--- src/rtl/vth_pkg.sv ---
`default_nettype none
package vth_pkg;

  parameter int FRAC_BITS_DEF = 16;
  parameter int DATA_W        = 32;
  parameter int N_REGS        = 8;
  parameter int REG_W         = 64;
  parameter int IDX_W         = 4;
  parameter int N_COLS        = 4;
  parameter int N_LANES       = 3;
  parameter int DIV_STEPS     = 32;
  // Signed column sums and their magnitudes.
  parameter int SUM_W         = 66;
  parameter int MAG_W         = 65;
  parameter int QUEUE_DEPTH   = 2;

  typedef struct packed {
    logic                     point;
    logic signed [DATA_W-1:0] x;
    logic signed [DATA_W-1:0] y;
    logic signed [DATA_W-1:0] z;
  } item_t;

  typedef logic [REG_W-1:0] mat_t [N_REGS];

  // Saturate a magnitude to a 32-bit signed value of the given sign.
  function automatic logic [DATA_W-1:0] sat32(input logic ovf, input logic [DATA_W:0] mag,
                                              input logic neg);
    logic [DATA_W:0] min_mag;
    logic [DATA_W:0] max_mag;
    logic [DATA_W:0] neg_mag;
    min_mag = {2'b01, {(DATA_W-1){1'b0}}};
    max_mag = {2'b00, {(DATA_W-1){1'b1}}};
    neg_mag = -mag;
    if (neg) begin
      if (ovf || mag > min_mag) sat32 = {1'b1, {(DATA_W-1){1'b0}}};
      else sat32 = neg_mag[DATA_W-1:0];
    end else begin
      if (ovf || mag > max_mag) sat32 = {1'b0, {(DATA_W-1){1'b1}}};
      else sat32 = mag[DATA_W-1:0];
    end
  endfunction

endpackage
`default_nettype wire

--- src/rtl/vth_front.sv ---
`default_nettype none
module vth_front
  import vth_pkg::*;
(
  input  wire               clk,
  input  wire               rst_n,
  input  wire               in_valid,
  output logic              in_ready,
  input  wire               req_type,
  input  wire  [DATA_W-1:0] vx,
  input  wire  [DATA_W-1:0] vy,
  input  wire  [DATA_W-1:0] vz,
  output logic              item_valid,
  input  wire               item_ready,
  output item_t             item
);

  logic  valid_r;
  item_t item_r;

  assign in_ready   = !valid_r || item_ready;
  assign item_valid = valid_r;
  assign item       = item_r;

  always_ff @(posedge clk) begin
    if (!rst_n) begin
      valid_r <= 1'b0;
    end else if (in_ready) begin
      valid_r <= in_valid;
    end
  end

  // Request type zero is a point: translation row and perspective divide.
  always_ff @(posedge clk) begin
    if (in_ready && in_valid) begin
      item_r.point <= !req_type;
      item_r.x     <= vx;
      item_r.y     <= vy;
      item_r.z     <= vz;
    end
  end

endmodule
`default_nettype wire

--- config.mk ---
export PLATFORM = sky130hd
export DESIGN_NAME = vth_front
export DESIGN_NICKNAME = d
export VERILOG_FILES = /design/src/rtl/vth_pkg.sv /design/src/rtl/vth_front.sv
export SDC_FILE = /design/constraint.sdc
export NUM_CORES = 1
export LEC_CHECK = 0
export BUFFER_PORTS_ARGS = -buffer_cell sky130_fd_sc_hd__clkbuf_2
export CAP_MARGIN = 20
export CORE_MARGIN = 1.5
export CORE_UTILIZATION = 44
export DETAILED_ROUTE_END_ITERATION = 8
export GPL_ROUTABILITY_DRIVEN = 0
export HOLD_SLACK_MARGIN = 0.05
export PLACE_DENSITY = 0.95
export SLEW_MARGIN = 40
export SYNTH_ARGS = -nofsm -noshare
export SYNTH_HDL_FRONTEND = slang
export SYNTH_SLANG_ARGS = --single-unit
--- constraint.sdc ---
create_clock -name clk -period 2.55 [get_ports clk]
set_clock_uncertainty 0.15 [all_clocks]
set_input_delay 0 -clock clk [delete_from_list [all_inputs] [get_ports clk]]
set_output_delay 0 -clock clk [all_outputs]
set_load 0.02 [all_outputs]
# [After elaboration in Yosys (flattened, before gate mapping)]
# Index checks and enable logic that the tools add are counted.
[op_classes] n_reduce_logical=4
[op_table] cell="$logic_not 1->1" n=2
[op_table] cell="$logic_and 1x1->1" n=1
[op_table] cell="$logic_or 1x1->1" n=1
[word_totals] output_inout_bits=99 reg_bits=98

# [Logic depth before layout (Yosys ltp)]
[depth] word_depth=3 ltp_mapped=2

# [Worst setup path before layout]
# Ideal clock, no wire load.
[synth_timing] kind="register to register" start="register valid_r (netlist: item_valid)" end="register item_r (netlist bit item[0]), enable pin" setup_slack_ns=0.709 t_required_ns=2.012 stages_incl_launch_ff=3 arrival_time_ns=1.303 path_buffers=0 path_cell_list="dfxtp_1 -> nand2b_4 -> and2_4"
[synth_between] elab_chain_len=3
[synth_lines] element="from (decl)" line_no="vth_front.sv:18" text="logic valid_r;"
[synth_lines] element="from (signal assigned)" line_no="vth_front.sv:29" text="valid_r <= in_valid;"
[synth_lines] element="$logic_not 1->1" line_no="vth_front.sv:21" text="assign in_ready = !valid_r || item_ready;"
[synth_lines] element="$logic_or 1x1->1" line_no="vth_front.sv:21"
[synth_lines] element="via in_ready" line_no="vth_front.sv:8" text="output logic in_ready,"
[synth_lines] element="$logic_and 1x1->1" line_no="vth_front.sv:35" text="if (in_ready && in_valid) begin"
[synth_lines] element="to (decl)" line_no="vth_front.sv:19" text="item_t item_r;"
# The timed path passes the listed nets, and every way through them passes these cells.
# A chain may end at the register's enable or synchronous reset.

# [Worst setup path after layout]
[layout_timing] start="register valid_r (netlist: item_valid)" end="register item_r (netlist bit item[6]), enable pin"
[layout_between] elab_chain_len=3
[layout_lines] element="$logic_not 1->1" line_no="vth_front.sv:21"
[layout_lines] element="$logic_or 1x1->1" line_no="vth_front.sv:21"
[layout_lines] element="$logic_and 1x1->1" line_no="vth_front.sv:35"
# Every way passes these cells.

==> results.md <==
* Slew of the pin with the lowest slew margin at between 300 and 400 ps
* Final period util at 67.2%
* HPWL after DPL at 5600 µm
* Worst R2R Start: item_valid
* Tmin final at 1710 ps
* Total gr overflow at 0
* Placement Cell Area at 4090 µm²
* Failing checks: design-rule violations
* Reg2reg end: item[6]
* Via count at 2454
* Number of antenna violations at the first check in global routing at 0
* DIE AREA at 7260 µm²
* Remaining antenna violation count at 0
* NumNets Final at 515
* Path depth of the worst reg2reg path at 3
* Setup violators final at 0
* Setup crit start kind: flip-flop
* Seq/Total Area, Yosys at 98.6%
* Outcome: finished, violations left
* Mapped Area at 2970 µm²
* Chip Width at 85.2 µm
* Setup crit start: item_valid
* Drt first pass iters at 6
* Syn_area_per_cell at 28.9 µm²
* Post-synth EDFFs at 97
* Hold path startpoint: item_ready
* Sink Count at 98
* Rel. slew slack at 77.8%
* Via-per-instance ratio at 4.94
* Largest family of logic cells by synthesized area: simple AND/OR/NAND/NOR gates
* Req. time, crit path at 2440 ps
* Asr flop ratio synth at 0%
* Main synth FF type: edfxtp_1
* Leak Pwr at 2.35 nW
* I/O Pins at 200
* Worst Hold Class: in2reg
* VDD IR max at 0.580 mV
* Worst EP arrival at 1600 ps
* Cell Pwr Density at 683 nW/µm²
* # port buffers at 199
* WS Path Type: reg2reg
* Worst-path maximum fanout at 26
* Largest area contributor in the netlist: edfxtp_1
* CTS clk-pin slew, worst paths at 110 ps
* Routed WL at 11600 µm
* Num CTS Buffers at 9
* Largest net degree at the start of global routing at 51
* Max Slew Vio Count at 0
* # rows at 29
* Post-synthesis register bit count at 98
* Core area at 6420 µm²
* Net Count, Synth at 204
* Max Clock Freq at 583 MHz
* Synth Area in Compound Gates at 0.379%
* Yosys cell types at 6
* YS warnings at 0
* Worst Setup EP: item[6]
* Setup TNS at 0 ps
* Adder-cell share of the synthesized area at 0%
* Crit end category: flip-flop
* Skew-Pair Late Insertion Delay at roughly 380 ps
* Simple logic cell fraction of the synthesized area at less than 1%
* Clock root buffer: clkbuf_8
* Top cells by count, synth: edfxtp_1, inv_1
* First-pass GRT wire length at 16400 µm
* XOR/XNOR Fraction of Synth Area at 0%
* Post-route cell area at 5330 µm²
* Count leader, synth: edfxtp_1
* Vias in the first global route at 2679
* RSZ-0062 raised after global routing: false
* Cts repair resizes at 0
* Mapped Cells at roughly 100
* Synth top area share at between 90% and 100%
* Post-route DRC at 12
* Tot GR Track Use at 33.3%
* Reg2Reg Setup Slack at 840 ps
* Share of synthesized area spent on multiplexers at 0%
* Initial core utilization at 46.3%
* Iteration-0 DRC Markers at 209
* Routed len/inst at 23.4 µm
* Synth area leaders: edfxtp_1, dfxtp_1, nand2b_4
* Syn-to-layout area delta at 79.1%
* Fin. Hold Viols at 0
* Die height at 85.2 µm
* Layout cells sized above 1 at 52.0%
* Setup Buffers After CTS at 0
* Maxcap violations at 0
* CTS tree: yes
* CTS H-tree lvls at 3
* Max Root-Sink Buffers at 2
==> layout make-up <==
| cell class | count | area [µm²] |
|---|---|---|
| sequential | 98 | 2930 |
| timing repair buffer | 300 | 2010 |
| inverter | 2 | 7.51 |
| multi-input combinational | 3 | 33.8 |
| fill | 288 | 1100 |
| clock inverter | 5 | 108 |
| antenna | 1 | 2.50 |
| clock buffer | 11 | 131 |
| tap | 77 | 96.3 |
==> layer usage <==
metal	up-vias	routed length, µm	GRT usage (%)
li1	1035	-	-
met1	1171	3780	35.6
met2	210	6240	57.4
met3	38	1200	13.3
met4	0	430	15.9
met5	-	0	0
==> how the worst min path moves through the flow <==
stage | endpoint | cells after the start
global placement | item[76] | 1
CTS | item[86] | 3
finish | item[35] | 3
detailed placement | item[39] | 1
global route | item[35] | 3
floorplan | item[0] | 0
==> power breakdown <==
part	switching, mW	internal (mW)	total [mW]	leakage, nW
clock	0.571	0.661	1.23	0.119
combinational	0.267	0.218	0.485	1.28
sequential	0.0383	1.88	1.92	0.947
==> kinds of logic (layout without fill, tap and decap cells) <==
logic type	after synthesis	after routing
other	0	1
AO/OA/AOI/OAI	1	1
flip-flops	98	98
AND/OR/NAND/NOR	2	2
buffers and inverters	2	318
==> critical path: stages, from the launching register on <==
cell	delay, ps
dfxtp_1	360
nand2b_4	100
and2_4	360
buf_4	390
==> layout by cell type, fill, tap and decap left out <==
master         instances
bufinv_16              3
inv_6                  2
diode_2                1
buf_12                 1
buf_4                  1
a21boi_2               1
edfxtp_1              97
inv_1                  2
dlygate4sd3_1         99
clkbuf_1               2
clkbuf_2             199
and2_4                 1
nand2b_4               1
clkbuf_8               9
dfxtp_1                1
==> flip-flops by register name, summed over array words and instances, names as in the netlist <==
signal and count:
item 97, item_valid 1
==> per-stage QoR <==
step,hold WS [ps],util [%],setup slack [ps],power [mW],cells
6_report,172,82.9,836,3.64,497
5_1_grt,172,82.9,788,3.74,496
4_1_cts,154,82.9,904,3.57,496
3_5_place_dp,28.6,63.7,911,2.28,381
3_3_place_gp,27.0,63.7,977,2.26,381
2_1_floorplan,-51.1,-,709,2.10,103
==> repair_timing <==
action / CTS / global route
endpoints found under the hold margin: 119 / 0
hold buffers: 99 / 0
setup endpoints to repair: 0 / 0
No activity file was read; power rests on OpenSTA's default activity.
