$ cat src/rtl/vth_pkg.sv
`default_nettype none
package vth_pkg;

  parameter int FRAC_BITS_DEF = 16;
  parameter int DATA_W        = 32;
  parameter int N_REGS        = 8;
  parameter int REG_W         = 64;
  parameter int IDX_W         = 4;
  parameter int N_COLS        = 4;
  parameter int N_LANES       = 3;
  parameter int DIV_STEPS     = 32;
  // Signed column sums and their magnitudes.
  parameter int SUM_W         = 66;
  parameter int MAG_W         = 65;
  parameter int QUEUE_DEPTH   = 2;

  typedef struct packed {
    logic                     point;
    logic signed [DATA_W-1:0] x;
    logic signed [DATA_W-1:0] y;
    logic signed [DATA_W-1:0] z;
  } item_t;

  typedef logic [REG_W-1:0] mat_t [N_REGS];

  // Saturate a magnitude to a 32-bit signed value of the given sign.
  function automatic logic [DATA_W-1:0] sat32(input logic ovf, input logic [DATA_W:0] mag,
                                              input logic neg);
    logic [DATA_W:0] min_mag;
    logic [DATA_W:0] max_mag;
    logic [DATA_W:0] neg_mag;
    min_mag = {2'b01, {(DATA_W-1){1'b0}}};
    max_mag = {2'b00, {(DATA_W-1){1'b1}}};
    neg_mag = -mag;
    if (neg) begin
      if (ovf || mag > min_mag) sat32 = {1'b1, {(DATA_W-1){1'b0}}};
      else sat32 = neg_mag[DATA_W-1:0];
    end else begin
      if (ovf || mag > max_mag) sat32 = {1'b0, {(DATA_W-1){1'b1}}};
      else sat32 = mag[DATA_W-1:0];
    end
  endfunction

endpackage
`default_nettype wire

$ cat src/rtl/vth_queue.sv
`default_nettype none
module vth_queue
  import vth_pkg::*;
(
  input  wire   clk,
  input  wire   rst_n,
  input  wire   wr_valid,
  output logic  wr_ready,
  input  item_t wr_item,
  output logic  rd_valid,
  input  wire   rd_ready,
  output item_t rd_item,
  output logic  [1:0] count
);

  item_t      mem_r [QUEUE_DEPTH];
  logic       wr_ptr_r;
  logic       rd_ptr_r;
  logic [1:0] count_r;
  logic       do_wr;
  logic       do_rd;

  assign wr_ready = count_r != 2'(QUEUE_DEPTH);
  assign rd_valid = count_r != 2'd0;
  assign rd_item  = mem_r[rd_ptr_r];
  assign count    = count_r;
  assign do_wr    = wr_valid && wr_ready;
  assign do_rd    = rd_valid && rd_ready;

  always_ff @(posedge clk) begin
    if (!rst_n) begin
      wr_ptr_r <= 1'b0;
      rd_ptr_r <= 1'b0;
      count_r  <= 2'd0;
    end else begin
      if (do_wr) wr_ptr_r <= !wr_ptr_r;
      if (do_rd) rd_ptr_r <= !rd_ptr_r;
      count_r <= count_r + 2'(do_wr) - 2'(do_rd);
    end
  end

  always_ff @(posedge clk) begin
    if (do_wr) mem_r[wr_ptr_r] <= wr_item;
  end

endmodule
`default_nettype wire

$ cat config.mk
export PLATFORM = sky130hd
export DESIGN_NAME = vth_queue
export DESIGN_NICKNAME = d
export VERILOG_FILES = /design/src/rtl/vth_pkg.sv /design/src/rtl/vth_queue.sv
export SDC_FILE = /design/constraint.sdc
export NUM_CORES = 1
export LEC_CHECK = 0
export ABC_AREA = 0
export BUFFER_PORTS_ARGS = -buffer_cell sky130_fd_sc_hd__buf_2
export CAP_MARGIN = 10
export CORE_UTILIZATION = 25
export CTS_CLUSTER_SIZE = 28
export DETAILED_ROUTE_END_ITERATION = 10
export SLEW_MARGIN = 15
export SYNTH_ARGS = -nofsm -noshare
export SYNTH_HDL_FRONTEND = slang
export SYNTH_SLANG_ARGS = --single-unit
export TNS_END_PERCENT = 20
$ cat constraint.sdc
create_clock -name clk -period 3 [get_ports clk]
set_input_delay 0.3 -clock clk [delete_from_list [all_inputs] [get_ports clk]]
set_output_delay 0.3 -clock clk [all_outputs]
set_load 0.05 [all_outputs]
== Word level (Yosys, flattened, before mapping) ==
Memories as Yosys holds them, arrays and structs flattened. A register that Yosys moved wholly into a read port is not among the register bits.
Cells that the tools add are included.
Word-level totals
  flip-flop bits (word level): 4
  bits in writable memories: 194
  output and inout bits: 101
  word-level logic and storage cells: 16
  memories kept: 1
Memory list
  mem_r: words 2, width 97, read ports 1, clocked after Yosys merged registers in 1, wr ports 1, line vth_queue.sv:16  | item_t mem_r [QUEUE_DEPTH];
Operators by class
  add/sub/neg operators: 2
  equality and inequality tests: 1
  mux-type cells: 4
  reductions and logical operators: 5
Operator list (number)
  $mux 1: 4
  $add 2x1->2: 1
  $logic_and 1x1->1: 2
  $logic_not 1->1: 2
  $ne 2x2->1 const B: 1
  $reduce_bool 2->1: 1
  $sub 2x1->2: 1

== Longest topological paths before layout ==
  depth after elaboration: 4
  mapped depth: 6
  mapped depth without buffers: 6

== Worst setup path before layout ==
No wires, ideal clock.
  kind: reg2reg
  start: register count_r[0] (netlist: count[0])
  end: memory mem_r[1][0] (netlist bit) (enable)
  library setup time: 467 ps
  data arrival time: 3657 ps
  required time: 2533 ps
  slack: -1124 ps
  stages on the path, launching flop included: 3
  clock period less this slack: 4124 ps
  cells stage by stage: dfxtp_1 nand2b_1 and3_1
On the way
  longest elaborated chain between the ends: 4
Ends and longest elaborated chain
  from (decl): line vth_queue.sv:19  | logic [1:0] count_r;
  from (signal assigned): line vth_queue.sv:38  | count_r <= count_r + 2'(do_wr) - 2'(do_rd);
  $ne 2x2->1: line vth_queue.sv:23  | assign wr_ready = count_r != 2'(QUEUE_DEPTH);
  net wr_ready: line vth_queue.sv:8  | output logic wr_ready,
  $logic_and 1x1->1: line vth_queue.sv:27  | assign do_wr = wr_valid && wr_ready;
  $mux 1: line vth_queue.sv:43  | if (do_wr) mem_r[wr_ptr_r] <= wr_item;
  $mux 1 (not written as such): line vth_queue.sv:43
  to (decl): line vth_queue.sv:16
The timed path passes the listed nets, and every way through them passes these cells.

==> reports/results.txt <==
The flow ran to the end, and the final reports show no timing, DRC or antenna violations. The largest total area in the synthesized netlist belongs to edfxtp_1. Total routed wirelength: 14,700 um.

CTS saw 199 sinks. Final net count: 652. The tightest min-delay check is of the input pin to flip-flop type. The netlist area before placement is 0.00738 sq mm, and the average routed wire per standard cell is 15.5 um.

Sort of element at the start of the critical path: a flip-flop. Clock share of power: 0.289. Counting I/O delays and the setup requirement, the final critical path takes 2.27 ns.

The remaining max-slew budget at the tightest pin was 0.553; the number of warnings reported in the yosys synthesis log was 0. Setup violations remaining at the end of the flow were counted as 0. By instance count, the leading cell after synthesis is edfxtp_1. The total count of hold-check failures in the final report was 0; the post-synth net total was 434.

The leading register cell type out of synthesis is edfxtp_1. The run gives 332 as the number of cells produced by synthesis. After global routing the overflow that remains totals 0. Overall routing resource usage: 0.0981. The total die area came out at 0.0302 sq mm. The tools report the end of the worst register-to-register path as mem_r[1][43]$_DFFE_PP_. Post-CTS timing repair inserted 0 buffers for setup. The run gives 0.803 as the fraction of the yosys area taken by sequential cells.

The worst setup path is captured at an output port. The run gives 0.298 as the combinational share of power. After the first detailed-routing iteration, the DRC count stood at 162. The H-tree was split into 4 levels. The switching power share of the total came out at 0.337. The run gives 3,743 as the routed via count. The internal portion of the total power is 0.00560 W. In this run, post-CTS repair resized a total of 0 instances. The synthesized design contains 199 register bits. Once detail routing completed, the nets flagged for antenna violations numbered 0.

The cell sitting at the root of the clock tree is a clkbuf_16. The worst-case register-to-register setup slack was 1.06 ns; the effective utilization at floorplan was 0.256. The worst-case IR drop observed on VDD is 0.413 mV. The slowest stage of the critical path is the dfxtp_4 cell.

For this run, the top clock speed supported by timing is 441 MHz. The clock buffer count from CTS was 17; the width of the chip was 174 um. During I/O placement, the number of pins put on the boundary was 202. After synthesis, the netlist uses 25 different library cells. The worst hold path begins at wr_item[42]. The maximum fanout count along the critical path was 26.

For the final routed database, the setup TNS stands at 0 ns. Summed over all nets, the switching power comes to 0.00285 W. The cell depth of the worst hold path was 1; the vertical die dimension was 174 um.

At the worst endpoint, the required time is 2.70 ns. Fraction of layout cells with a size suffix above 1: 0.616. The proportion of synthesized flip-flops having asynchronous set or reset came out at 0. For this run, design rule violations remaining after detail routing come to 0.

The run gives 9860 um as the HPWL after detailed placement. Sorting the synthesized cells by how often they occur yields edfxtp_1, mux2_2, mux2_4. From synthesis to final layout, the design area changed by 29.6%. The number of cell instances on the worst register-to-register path was 3; the reported leakage power was 3.55 nW. The global-route wire length before repair came out at 22,000 um. The routability-driven placement congestion ratio is 0.705, and the number of violations of the max-capacitance limit is 0.

Setup repair after global routing left no endpoint under its margin. In this run the standard cell core region covers 0.0289 sq mm. The placement-stage worst setup slack is 1.02 ns.

The path with the worst hold slack has its endpoint at mem_r[0][42]$_DFFE_PP_. The sequential fraction of design power is 0.413, and the worst clock skew is 0.00881 ns. The first detailed-routing pass took 4 iterations. The number of antenna violations at the first check in global routing came out at 3.

Once placement finished, the instance area stood at 0.00891 sq mm. Counting along the longest clock path gives a buffer depth of 2. After routing the design area is 0.00956 sq mm. The worst register-to-register path begins at count[0]$_SDFF_PN0_. The final core utilization came out at 0.331.

At the pin with the least slew margin, the transition time is 0.671 ns. The total power divided by cell area was 884 mW/mm^2; the number of rows created at floorplan was 62. The highest cell delay on the worst timing path was 0.61 ns; the hold buffer count at cts was 0. The number of buffers added on ports is 201. The number of flops mapped to enable cells by yosys was 194. By startpoint and endpoint, the worst setup path is classified as flip-flop to output port.

The signal on the critical path passes through buf_4 -> mux2_2 -> buf_2. The number of global-route vias before repair is 3,832, and the arrival time reported for the critical path endpoint is 1.97 ns. Each instance of the synthesized netlist takes up on average 22.2 sq um. Yosys attributes the largest share of cell area to edfxtp_1, mux2_2, mux2_4. The final worst-path cycle share was 0.755; the insertion delay of the later-clocked pin in the worst-skew pair was 0.41 ns. The largest net degree at the start of global routing was 77; the worst path setup slack after routing was 0.734 ns. The area fraction of the dominant cell type after synthesis was 0.789; the clock-pin slew on the worst setup and hold paths was 0.07 ns. For the final count of pins violating max slew, the log shows 0.

The tightest hold path in the finished design has a slack of 0.0706 ns. Dividing the detail-routed via count by the number of cells gives 3.94. TritonCTS built the clock tree.
[critical path: cells and delay by family (launching register included)]
kind	cells	cell delay, ns
flops	1	0.61
buf+inv	2	0.56
mux	1	0.37
[metal layers]
metal  share of wire  vias up  GRT usage
li1                -     1757          -
met1            0.43     1836      0.120
met2            0.47      133      0.153
met3           0.077       15     0.0417
met4           0.017        2     0.0384
met5         0.00088        -          0
[registers in the layout, summed over array words and instances (netlist names), named ones only]
register  flops
mem_r       194
rd_ptr_r      1
count         2
wr_ptr_r      1
[logic make-up (layout without fill, tap and decap cells)]
logic type	after synthesis	count (layout)	share of synthesized area
adder cells (fa/ha/maj)	1	1	0.00169
flip-flops	199	199	0.803
multiplexers	97	97	0.163
XOR/XNOR	1	1	0.00119
AO/OA/AOI/OAI	6	6	0.00593
AND/OR/NAND/NOR	15	15	0.0124
buffers and inverters	13	244	0.0127
other	0	3	0
[power by group through the flow]
stage | Sequential (W) | Clock, W | Combinational, W
after floorplan | 0.00352 | 0 | 0.00203
after global placement | 0.00354 | 0 | 0.00256
after detailed placement | 0.00356 | 0 | 0.00256
after CTS | 0.00349 | 0.00255 | 0.00256
after global routing | 0.00352 | 0.00265 | 0.00264
final | 0.00349 | 0.00244 | 0.00252
[stage by stage]
| stage | total power (W) | cells |
|---|---|---|
| floorplan | 0.00556 | 332 |
| global placement | 0.00610 | 915 |
| detailed placement | 0.00612 | 915 |
| CTS | 0.00861 | 947 |
| global route | 0.00881 | 947 |
| finish | 0.00845 | 950 |
[worst max-delay path by stage]
stage | endpoint | slack, ns | startpoint
2_1_floorplan | mem_r[0][0]$_DFFE_PP_ | 0.005 | count[0]$_SDFF_PN0_
3_3_place_gp | mem_r[1][61]$_DFFE_PP_ | 1.06 | count[0]$_SDFF_PN0_
3_5_place_dp | mem_r[1][45]$_DFFE_PP_ | 1.02 | count[0]$_SDFF_PN0_
4_1_cts | rd_item[42] | 0.65 | flip-flop
5_1_grt | rd_item[42] | 0.59 | flip-flop
6_report | rd_item[42] | 0.73 | flip-flop
[cell usage in the layout, fill, tap and decap left out, drive strengths merged, types with 2 or more instances in the layout]
master / count
o21ai: 2
diode: 3
nor2: 4
mux2: 97
inv: 2
clkinv: 6
edfxtp: 194
and3: 2
dfxtp: 5
clkbuf: 21
buf: 210
bufinv: 4
[cell type report]
cell class / count / area, sq um
sequential: 199 / 5930
tap: 384 / 480
inverter: 2 / 11.3
clock inverter: 11 / 170
timing repair buffer: 210 / 1120
multi-input combinational: 120 / 1370
fill: 2819 / 19300
antenna: 3 / 7.51
clock buffer: 21 / 470
(Power assumes the default switching activity.)
